### config.mk
export PLATFORM = sky130hd
export DESIGN_NAME = cic_decimation_shift_correction_core
export DESIGN_NICKNAME = d
export VERILOG_FILES = /design/src/rtl/cicds_pkg.sv /design/src/rtl/cicds_div.sv /design/src/rtl/cicds_growth.sv /design/src/rtl/cic_decimation_shift_correction_core.sv
export SDC_FILE = /design/constraint.sdc
export NUM_CORES = 2
export LEC_CHECK = 0
export BUFFER_PORTS_ARGS = -buffer_cell sky130_fd_sc_hd__buf_4
export CORE_MARGIN = 8
export CORE_UTILIZATION = 35
export CTS_CLUSTER_SIZE = 40
export DETAILED_ROUTE_END_ITERATION = 8
export MAX_ROUTING_LAYER = met4
export PLACE_DENSITY_LB_ADDON = 0.25
export SYNTH_ARGS = -nofsm -noshare
export SYNTH_HDL_FRONTEND = slang
export SYNTH_SLANG_ARGS = --single-unit
### constraint.sdc
create_clock -name clk -period 11.15 [get_ports clk]
set_clock_uncertainty 0.2 [all_clocks]
set_input_delay 1.115 -clock clk [delete_from_list [all_inputs] [get_ports clk]]
set_output_delay 1.115 -clock clk [all_outputs]
set_load 0.01 [all_outputs]
### src/rtl/cicds_pkg.sv
// ============================================================================
// cicds_pkg - shared types and constants for the CIC shift correction core
// Field widths, register indexes, the result layout and the status structs
// passed between the sequencer and its arithmetic units.
// ============================================================================
package cicds_pkg;

    localparam int NUM_W      = 32;
    localparam int DEN_W      = 26;
    localparam int LEN_W      = 16;
    localparam int EVR_W      = 24;
    localparam int PLL_W      = 10;
    localparam int RF_W       = 10;
    localparam int STG_W      = 3;
    localparam int BLD_W      = 10;
    localparam int SHIFT_W    = 4;
    localparam int GROWTH_W   = 7;
    localparam int LIMB_W     = 32;
    localparam int CFG_IDX_W  = 3;
    localparam int CFG_DATA_W = 24;
    localparam int OUT_W      = 56;

    // register indexes
    localparam logic [CFG_IDX_W-1:0] CFG_EVR   = 3'd0;
    localparam logic [CFG_IDX_W-1:0] CFG_PLL   = 3'd1;
    localparam logic [CFG_IDX_W-1:0] CFG_RF    = 3'd2;
    localparam logic [CFG_IDX_W-1:0] CFG_STG   = 3'd3;
    localparam logic [CFG_IDX_W-1:0] CFG_BUILD = 3'd4;

    localparam logic [SHIFT_W-1:0] SHIFT_MAX = 4'd15;

    // result beat, apply in bit 0
    typedef struct packed {
        logic                  zero_divisor;
        logic                  not_integer;
        logic                  scale_overflow;
        logic [GROWTH_W-1:0]   actual_shift;
        logic [GROWTH_W-1:0]   build_shift;
        logic [NUM_W-1:0]      actual_decimation;
        logic [SHIFT_W-1:0]    new_shift;
        logic                  apply;
    } result_t;

    typedef struct packed {
        logic                done;
        logic                not_integer;
        logic [NUM_W-1:0]    quotient;
    } div_stat_t;

    typedef struct packed {
        logic                done;
        logic [GROWTH_W-1:0] growth;
    } growth_stat_t;

    // index of the highest set bit of a limb, 0 when the limb is zero
    function automatic logic [4:0] top_bit32(input logic [LIMB_W-1:0] v);
        logic [4:0] pos;
        pos = 5'd0;
        for (int i = 0; i < LIMB_W; i++)
        begin
            if (v[i])
            begin
                pos = 5'(i);
            end
        end
        return pos;
    endfunction

endpackage

### src/rtl/cicds_div.sv
// ============================================================================
// cicds_div - restoring divider, one quotient bit per cycle
// Divides the 32-bit numerator by the 26-bit denominator and reports the
// quotient and whether the remainder is nonzero.
// ============================================================================
module cicds_div (
    input  logic                           clk,
    input  logic                           rst_n,
    input  logic                           start,
    input  logic [cicds_pkg::NUM_W-1:0]    num,
    input  logic [cicds_pkg::DEN_W-1:0]    den,
    output cicds_pkg::div_stat_t           stat
);

    logic [cicds_pkg::DEN_W-1:0] rem_reg,  rem_next;
    logic [cicds_pkg::NUM_W-1:0] quo_reg,  quo_next;
    logic [cicds_pkg::DEN_W-1:0] den_reg;
    logic [4:0]                  cnt_reg;
    logic                        busy_reg;
    logic                        done_reg;

    logic [cicds_pkg::DEN_W:0]   shifted;
    logic [cicds_pkg::DEN_W+1:0] diff;
    logic                        ge;

    always_comb
    begin
        shifted  = {rem_reg, quo_reg[cicds_pkg::NUM_W-1]};
        diff     = {1'b0, shifted} - {2'b00, den_reg};
        ge       = !diff[cicds_pkg::DEN_W+1];
        rem_next = ge ? diff[cicds_pkg::DEN_W-1:0] : shifted[cicds_pkg::DEN_W-1:0];
        quo_next = {quo_reg[cicds_pkg::NUM_W-2:0], ge};
    end

    always_ff @(posedge clk or negedge rst_n)
    begin
        if (!rst_n)
        begin
            busy_reg <= 1'b0;
            done_reg <= 1'b0;
            cnt_reg  <= 5'd0;
        end
        else
        begin
            done_reg <= 1'b0;
            if (start)
            begin
                busy_reg <= 1'b1;
                cnt_reg  <= 5'd0;
            end
            else if (busy_reg)
            begin
                cnt_reg <= cnt_reg + 5'd1;
                if (cnt_reg == 5'd31)
                begin
                    busy_reg <= 1'b0;
                    done_reg <= 1'b1;
                end
            end
        end
    end

    always_ff @(posedge clk)
    begin
        if (start)
        begin
            rem_reg <= '0;
            quo_reg <= num;
            den_reg <= den;
        end
        else if (busy_reg)
        begin
            rem_reg <= rem_next;
            quo_reg <= quo_next;
        end
    end

    assign stat.done        = done_reg;
    assign stat.not_integer = |rem_reg;
    assign stat.quotient    = quo_reg;

endmodule

### src/rtl/cicds_growth.sv
// ============================================================================
// cicds_growth - bit growth of a decimation factor raised to the stage count
// Raises d to the power n one 32x32 limb product per cycle, with a saturating
// step to 2^(POWER_WIDTH-1) per pass; a limb-wise scan then gives ceil(log2).
// ============================================================================
module cicds_growth #(
    parameter int POWER_WIDTH = 72
) (
    input  logic                          clk,
    input  logic                          rst_n,
    input  logic                          start,
    input  logic [cicds_pkg::LIMB_W-1:0]  d,
    input  logic [cicds_pkg::STG_W-1:0]   n,
    output cicds_pkg::growth_stat_t       stat
);

    localparam int LIMBS  = (POWER_WIDTH + 31) / 32;
    localparam int PL     = LIMBS * 32;
    localparam int FW     = PL + 32;
    localparam int CAP    = POWER_WIDTH - 1;
    localparam int LIDX_W = $clog2(LIMBS);
    localparam int CAND_W = LIDX_W + 6;
    localparam logic [LIDX_W-1:0] LAST_LIMB = LIDX_W'(LIMBS - 1);

    localparam logic [2:0] G_IDLE = 3'd0;
    localparam logic [2:0] G_MUL  = 3'd1;
    localparam logic [2:0] G_SAT  = 3'd2;
    localparam logic [2:0] G_DEC  = 3'd3;
    localparam logic [2:0] G_SCAN = 3'd4;

    logic [2:0]                        state_reg;
    logic [LIDX_W-1:0]                 k_reg;
    logic [cicds_pkg::STG_W-1:0]       step_reg;
    logic [cicds_pkg::STG_W-1:0]       n_reg;
    logic [cicds_pkg::LIMB_W-1:0]      d_reg;
    logic [PL-1:0]                     p_reg;
    logic [PL-1:0]                     prod_reg;
    logic [PL-1:0]                     q_reg;
    logic [cicds_pkg::LIMB_W-1:0]      carry_reg;
    logic [cicds_pkg::GROWTH_W-1:0]    growth_reg;
    logic                              done_reg;

    logic [cicds_pkg::LIMB_W-1:0]      limb_p;
    logic [cicds_pkg::LIMB_W-1:0]      limb_q;
    logic [63:0]                       mprod;
    logic [63:0]                       t;
    logic [FW-1:0]                     full;
    logic                              sat;
    logic [PL-1:0]                     sat_val;
    logic [CAND_W-1:0]                 cand;

    always_comb
    begin
        limb_p  = p_reg[k_reg*32 +: 32];
        limb_q  = q_reg[k_reg*32 +: 32];
        mprod   = limb_p * d_reg;
        t       = mprod + {32'd0, carry_reg};
        full    = {carry_reg, prod_reg};
        sat     = (|full[FW-1:CAP+1]) | (full[CAP] & (|full[CAP-1:0]));
        sat_val = {{(PL-1){1'b0}}, 1'b1} << CAP;
        cand    = {1'b0, k_reg, cicds_pkg::top_bit32(limb_q)} + CAND_W'(1);
    end

    always_ff @(posedge clk or negedge rst_n)
    begin
        if (!rst_n)
        begin
            state_reg <= G_IDLE;
            done_reg  <= 1'b0;
        end
        else
        begin
            done_reg <= 1'b0;
            unique case (state_reg)
                G_IDLE:
                begin
                    if (start)
                    begin
                        state_reg <= (n == '0) ? G_DEC : G_MUL;
                    end
                end
                G_MUL:
                begin
                    if (k_reg == LAST_LIMB)
                    begin
                        state_reg <= G_SAT;
                    end
                end
                G_SAT:
                begin
                    if (step_reg == 3'(n_reg - 3'd1))
                    begin
                        state_reg <= G_DEC;
                    end
                    else
                    begin
                        state_reg <= G_MUL;
                    end
                end
                G_DEC:
                begin
                    state_reg <= G_SCAN;
                end
                G_SCAN:
                begin
                    if ((limb_q != '0) || (k_reg == '0))
                    begin
                        state_reg <= G_IDLE;
                        done_reg  <= 1'b1;
                    end
                end
                default:
                begin
                    state_reg <= G_IDLE;
                end
            endcase
        end
    end

    always_ff @(posedge clk)
    begin
        unique case (state_reg)
            G_IDLE:
            begin
                if (start)
                begin
                    d_reg     <= d;
                    n_reg     <= n;
                    p_reg     <= PL'(1);
                    step_reg  <= '0;
                    k_reg     <= '0;
                    carry_reg <= '0;
                end
            end
            G_MUL:
            begin
                prod_reg[k_reg*32 +: 32] <= t[31:0];
                carry_reg                <= t[63:32];
                if (k_reg != LAST_LIMB)
                begin
                    k_reg <= k_reg + LIDX_W'(1);
                end
            end
            G_SAT:
            begin
                // clamp anything above the top power of two
                p_reg     <= sat ? sat_val : full[PL-1:0];
                step_reg  <= step_reg + 3'd1;
                k_reg     <= '0;
                carry_reg <= '0;
            end
            G_DEC:
            begin
                q_reg <= (p_reg == '0) ? '0 : p_reg - PL'(1);
                k_reg <= LAST_LIMB;
            end
            G_SCAN:
            begin
                // bit length of p-1, top limb down
                if (limb_q != '0)
                begin
                    growth_reg <= cand[cicds_pkg::GROWTH_W-1:0];
                end
                else if (k_reg == '0)
                begin
                    growth_reg <= '0;
                end
                else
                begin
                    k_reg <= k_reg - LIDX_W'(1);
                end
            end
            default:
            begin
                k_reg <= '0;
            end
        endcase
    end

    assign stat.done   = done_reg;
    assign stat.growth = growth_reg;

endmodule

### src/rtl/cic_decimation_shift_correction_core.sv
// Flow: a zero divisor skips the arithmetic units; otherwise the 32-step divider
//   runs, then the shared limb multiplier works out the growth of the build
//   factor and then of the actual quotient.
// Throughput: one beat in at a time; the next is taken once the result is in the
//   output register, which may still be waiting for the sink.
// Reset: asynchronous active low; clears the sequencer, valid flags and config registers.
// ============================================================================
// cic_decimation_shift_correction_core - CIC decimation shift correction
// Works out the running decimation from the clock settings and table length,
// the bit growth of build and actual decimation and the correction shift.
// ============================================================================
module cic_decimation_shift_correction_core #(
    parameter int POWER_WIDTH = 72
) (
    input  logic                               clk,
    input  logic                               rst_n,
    input  logic                               s_tvalid,
    output logic                               s_tready,
    input  logic [15:0]                        s_tdata,    // [15:0] table_length
    output logic                               m_tvalid,
    input  logic                               m_tready,
    // [0] apply, [4:1] new_shift, [36:5] actual_decimation, [43:37] build_shift,
    // [50:44] actual_shift, [51] scale_overflow, [52] not_integer,
    // [53] zero_divisor, [55:54] zero
    output logic [cicds_pkg::OUT_W-1:0]        m_tdata,
    input  logic                               cfg_valid,
    output logic                               cfg_ready,
    input  logic [cicds_pkg::CFG_IDX_W-1:0]    cfg_index,
    input  logic [cicds_pkg::CFG_DATA_W-1:0]   cfg_data
);

    localparam logic [2:0] ST_IDLE = 3'd0;
    localparam logic [2:0] ST_DIV  = 3'd1;
    localparam logic [2:0] ST_BLD  = 3'd2;
    localparam logic [2:0] ST_ACT  = 3'd3;
    localparam logic [2:0] ST_OUT  = 3'd4;

    logic [2:0]                           state_reg;
    logic [cicds_pkg::EVR_W-1:0]          evr_reg;
    logic [cicds_pkg::PLL_W-1:0]          pll_reg;
    logic [cicds_pkg::RF_W-1:0]           rf_reg;
    logic [cicds_pkg::STG_W-1:0]          stg_reg;
    logic [cicds_pkg::BLD_W-1:0]          bld_reg;
    logic                                 zd_reg;
    logic [cicds_pkg::GROWTH_W-1:0]       bshift_reg;
    cicds_pkg::result_t                   out_reg;
    logic                                 m_tvalid_reg;

    logic                                 accept;
    logic                                 zero_den;
    logic [cicds_pkg::EVR_W+cicds_pkg::PLL_W-1:0] evr_pll;
    logic [cicds_pkg::NUM_W-1:0]          num_val;
    logic [cicds_pkg::DEN_W-1:0]          den_prod;
    logic                                 div_start;
    logic                                 g_start;
    logic [cicds_pkg::LIMB_W-1:0]         g_d;
    logic                                 out_load;
    cicds_pkg::div_stat_t                 div_stat;
    cicds_pkg::growth_stat_t              g_stat;
    cicds_pkg::result_t                   res;
    logic [cicds_pkg::GROWTH_W:0]         raw;
    logic                                 apply;

    assign s_tready  = (state_reg == ST_IDLE);
    assign cfg_ready = 1'b1;
    assign accept    = s_tvalid & s_tready;
    assign zero_den  = (s_tdata == '0) || (rf_reg == '0);
    assign evr_pll   = evr_reg * pll_reg;
    assign num_val   = {evr_pll[cicds_pkg::NUM_W-3:0], 2'b00};
    assign den_prod  = s_tdata * rf_reg;
    assign div_start = accept & !zero_den;
    assign g_start   = ((state_reg == ST_DIV) && div_stat.done) ||
                       ((state_reg == ST_BLD) && g_stat.done);
    assign g_d       = (state_reg == ST_DIV) ? cicds_pkg::LIMB_W'(bld_reg) : div_stat.quotient;
    assign out_load  = (state_reg == ST_OUT) && (!m_tvalid_reg || m_tready);

    // operands are captured by the divider on the accepting edge, unless the divisor is zero
    cicds_div u_div (
        .clk   (clk),
        .rst_n (rst_n),
        .start (div_start),
        .num   (num_val),
        .den   (den_prod),
        .stat  (div_stat)
    );

    // one growth unit, build factor first then the actual quotient
    cicds_growth #(
        .POWER_WIDTH (POWER_WIDTH)
    ) u_growth (
        .clk   (clk),
        .rst_n (rst_n),
        .start (g_start),
        .d     (g_d),
        .n     (stg_reg),
        .stat  (g_stat)
    );

    always_comb
    begin
        raw   = {1'b0, bshift_reg} - {1'b0, g_stat.growth};
        apply = div_stat.quotient != cicds_pkg::NUM_W'(bld_reg);
        res   = '0;
        if (zd_reg)
        begin
            res.zero_divisor = 1'b1;
        end
        else
        begin
            res.apply             = apply;
            res.actual_decimation = div_stat.quotient;
            res.build_shift       = bshift_reg;
            res.actual_shift      = g_stat.growth;
            res.not_integer       = div_stat.not_integer;
            if (apply)
            begin
                priority if (raw[cicds_pkg::GROWTH_W])
                begin
                    res.scale_overflow = 1'b1;
                end
                else if (raw[cicds_pkg::GROWTH_W-1:cicds_pkg::SHIFT_W] != '0)
                begin
                    res.new_shift = cicds_pkg::SHIFT_MAX;
                end
                else
                begin
                    res.new_shift = raw[cicds_pkg::SHIFT_W-1:0];
                end
            end
        end
    end

    always_ff @(posedge clk or negedge rst_n)
    begin
        if (!rst_n)
        begin
            evr_reg <= '0;
            pll_reg <= '0;
            rf_reg  <= '0;
            stg_reg <= '0;
            bld_reg <= '0;
        end
        else if (cfg_valid)
        begin
            unique case (cfg_index)
                cicds_pkg::CFG_EVR:   evr_reg <= cfg_data;
                cicds_pkg::CFG_PLL:   pll_reg <= cfg_data[cicds_pkg::PLL_W-1:0];
                cicds_pkg::CFG_RF:    rf_reg  <= cfg_data[cicds_pkg::RF_W-1:0];
                cicds_pkg::CFG_STG:   stg_reg <= cfg_data[cicds_pkg::STG_W-1:0];
                cicds_pkg::CFG_BUILD: bld_reg <= cfg_data[cicds_pkg::BLD_W-1:0];
                default:              evr_reg <= evr_reg;
            endcase
        end
    end

    always_ff @(posedge clk or negedge rst_n)
    begin
        if (!rst_n)
        begin
            state_reg    <= ST_IDLE;
            m_tvalid_reg <= 1'b0;
        end
        else
        begin
            if (out_load)
            begin
                m_tvalid_reg <= 1'b1;
            end
            else if (m_tready)
            begin
                m_tvalid_reg <= 1'b0;
            end

            unique case (state_reg)
                ST_IDLE:
                begin
                    if (accept)
                    begin
                        state_reg <= zero_den ? ST_OUT : ST_DIV;
                    end
                end
                ST_DIV:
                begin
                    if (div_stat.done)
                    begin
                        state_reg <= ST_BLD;
                    end
                end
                ST_BLD:
                begin
                    if (g_stat.done)
                    begin
                        state_reg <= ST_ACT;
                    end
                end
                ST_ACT:
                begin
                    if (g_stat.done)
                    begin
                        state_reg <= ST_OUT;
                    end
                end
                ST_OUT:
                begin
                    // hold until the output register is free
                    if (out_load)
                    begin
                        state_reg <= ST_IDLE;
                    end
                end
                default:
                begin
                    state_reg <= ST_IDLE;
                end
            endcase
        end
    end

    always_ff @(posedge clk)
    begin
        if (accept)
        begin
            zd_reg <= zero_den;
        end
        if ((state_reg == ST_BLD) && g_stat.done)
        begin
            bshift_reg <= g_stat.growth;
        end
        if (out_load)
        begin
            out_reg <= res;
        end
    end

    assign m_tvalid = m_tvalid_reg;
    assign m_tdata  = {2'b00, out_reg};

    a_zero_div_clean: assert property (@(posedge clk) disable iff (!rst_n)
        m_tvalid && out_reg.zero_divisor |-> out_reg[cicds_pkg::OUT_W-4:0] == '0)
        else $error("zero divisor beat carries nonzero fields");

    a_shift_needs_apply: assert property (@(posedge clk) disable iff (!rst_n)
        m_tvalid && (out_reg.new_shift != '0) |-> out_reg.apply)
        else $error("shift reported without apply");

    a_ovf_shape: assert property (@(posedge clk) disable iff (!rst_n)
        m_tvalid && out_reg.scale_overflow |-> out_reg.apply && (out_reg.new_shift == '0))
        else $error("overflow beat with apply clear or nonzero shift");

    a_growth_when_used: assert property (@(posedge clk) disable iff (!rst_n)
        g_stat.done |-> (state_reg == ST_BLD) || (state_reg == ST_ACT))
        else $error("growth unit finished outside its sequencer slots");

    a_div_when_used: assert property (@(posedge clk) disable iff (!rst_n)
        div_stat.done |-> state_reg == ST_DIV)
        else $error("divider finished outside its sequencer slot");

endmodule
==> out/results.tsv <==
metric	value	unit
I/O Buffers	103	
clock buffer count from CTS	61	
CTS tree	done	
via-per-instance ratio	4.97	
gr ovfl total	0	
antenna violations before repair	3	
fin cells	10200	
ys flop type	edfxtp_1	
#FFs+latches synth	585	
initial DRC count	3128	
synthesis-to-finish area growth	8.46	%
Synth Instances	7455	
Worst Setup Path Type	reg2reg	
Reg area	16900	sq um
WL/cell	19.8	microns
vias	50800	
Place WS	1.48	ns
Pre-antenna DRT Iters	8	
Post-synth EDFFs	485	
final wirelength	203000	microns
syn_area_per_cell	9.83	sq um
core area	209000	sq um
Worst Max-Slew Pin Slew	1.19	ns
first-pass GRT wire length	325000	microns
GRT Overall Usage	18.7	%
fraction of layout cells with a size suffix above 1	6.44	%
Rows	168	
clk sinks	585	
fillers	20600	
final hold viol count	0	
cell taking the most area after synthesis	fa_1	
CP required	11.38	ns
drt drc	0	
post-CTS setup buffers	0	
nature of the critical path startpoint	flop	
Die Y	473	microns
Area after DPL	77100	sq um
Critical Path End Type	flop	
clk root buf	clkbuf_16	
Antenna Cells	0	
Clock Path Buffers	3	
CTS resizes	0	
Post-Syn Area	73300	sq um
maximum fanout along the worst path	74	
Critical Path AT	9.94	ns
setup TNS	0	ns
Peak Freq	103	MHz
Initial Util	35.1	%
# H-tree levels	2	
relative slew slack	20.7	%
GP Congestion	0.895	
clock latency on the worst-skew pair	0.69	ns
Post-synth ARST share	12.3	%
Setup-failing EPs final	0	
CTS clk-pin slew, worst paths	0.07	ns
vias in the first global route	54900	
Worst Hold Class	reg2reg	
ranking of synthesized cells by area	fa_1 (33%), edfxtp_1 (20%), ha_1 (7.2%), and2_1 (6.9%), inv_1 (6.8%)	
Total Die Area	224000	sq um
IO Pins	107	
sequential share of the synthesized area	23.1	%
placed cells	10100	
largest net degree at the start of global routing	78	
post-cts hold buffer count	0	
Final period util	87.0	%
HPWL after detailed placement	163000	microns
fin nets	9047	
Design Area, Final	79500	sq um
Max Cap Violations	0	
status	complete, no violations	
multi-input logic area	50100	sq um
max-slew violations	0	
Final ANT Viol Nets	0	
Synth Warn #	0	
final setup margin	1.45	ns
library cells used by synthesis	90	
Yosys top cell area share	33.0	%
die extent in x	473	microns
unrepaired setup endpoints after global routing	no	
minimum clock period	9.70	ns
==> metrics by stage <==
stage / utilization (%) / hold WS, ns
global placement: 37.0 / 0.263
global route: 38.1 / 0.313
CTS: 38.1 / 0.281
detailed placement: 37.0 / 0.266
finish: 38.1 / 0.279
floorplan: - / 0.226
==> Yosys cell counts, drive strengths merged, types with 77 or more instances <==
library cell	n
a21oi	156
and2	814
clkbuf	342
edfxtp	485
fa	1209
ha	420
inv	1330
mux2	77
nand2	883
nor2	334
nor2b	84
nor4	83
o21ai	159
xnor2	148
==> area by class of cell <==
| type | count | area share (%) |
|---|---|---|
| multi-input combinational | 5182 | 63.1 |
| sequential | 585 | 21.3 |
| inverter | 1331 | 6.29 |
| tap | 2805 | 4.42 |
| clock buffer | 75 | 2.13 |
| timing repair buffer | 209 | 1.99 |
| clock inverter | 41 | 0.780 |
==> layout by cell type, fill, tap and decap left out, types with 14 or more instances in the layout <==
cell and instances:
a211oi_1 25, a21o_1 60, o2bb2ai_1 14, nor4_1 77, o21ai_0 126, inv_1 1328, nand3_1 75, ha_1 420
nand2_1 880, o31ai_1 17, a31oi_1 30, or4_1 16, nor2_1 331, edfxtp_1 485, conb_1 27, nor2b_1 83
and2_1 812, fa_1 1209, nor3_1 64, nand2b_1 30, o21ai_2 32, nand4_1 33, o21bai_1 22, and3_1 31
xor2_1 75, mux2i_1 69, a21oi_1 155, clkbuf_16 65, o211ai_1 23, xnor2_1 148, o21a_1 24, or3_1 28
dfxtp_1 28, buf_4 208, dfrtp_1 71, mux2_2 77
==> routing by layer <==
metal	track usage (%)	up-vias	wire, microns
met5	-	-	0
met4	3.54	0	4060
met3	1.33	218	8260
met2	31.7	1161	100000
met1	24.9	26300	90000
li1	-	23100	-
==> worst paths after layout <==
path	start	to	slack, ns	depth (start not counted)
hold reg to reg	stg_reg[0]	u_growth.n_reg[0]	0.28	0
max in group asynchronous	rst_n	bld_reg[0]	9.63	1
setup / recovery	u_growth.k_reg[0]	u_growth.carry_reg[24]	1.45	27
hold / removal	stg_reg[0]	u_growth.n_reg[0]	0.28	0
min in group asynchronous	rst_n	evr_reg[23]	0.39	1
setup reg to reg	u_growth.k_reg[0]	u_growth.carry_reg[24]	1.45	27
==> kinds of logic after synthesis <==
kind of cell / count (synthesis) / synth area share, %
fa+ha+maj: 1629 / 40.2
mux: 146 / 2.13
xor+xnor: 223 / 2.67
simple gates: 2536 / 17.6
buf+inv: 1713 / 8.86
other cells: 2 / 0.0103
flops: 585 / 23.1
compound gates: 621 / 5.42
==> critical path, stage by stage (launching register included) <==
cell      delay (ns)
edfxtp_1        0.45
buf_12          0.44
mux2i_1         0.24
o21ai_2         0.65
buf_4           0.39
and2_1          0.19
fa_1            0.42
inv_1           0.09
fa_1            0.39
inv_1           0.08
fa_1            0.43
fa_1            0.51
fa_1            0.58
fa_1            0.45
fa_1            0.50
inv_1           0.05
fa_1            0.47
inv_1           0.04
ha_1            0.39
a21oi_1         0.22
o21ai_0         0.13
a221oi_1        0.54
nand3_1         0.17
o211ai_1        0.36
a31oi_1         0.32
a41oi_1         0.33
xor2_1          0.17
nor2_1          0.07
Power is left out: the tool's default activity adds up to more than one toggle a clock period on the data nets, which glitch-free logic cannot reach.
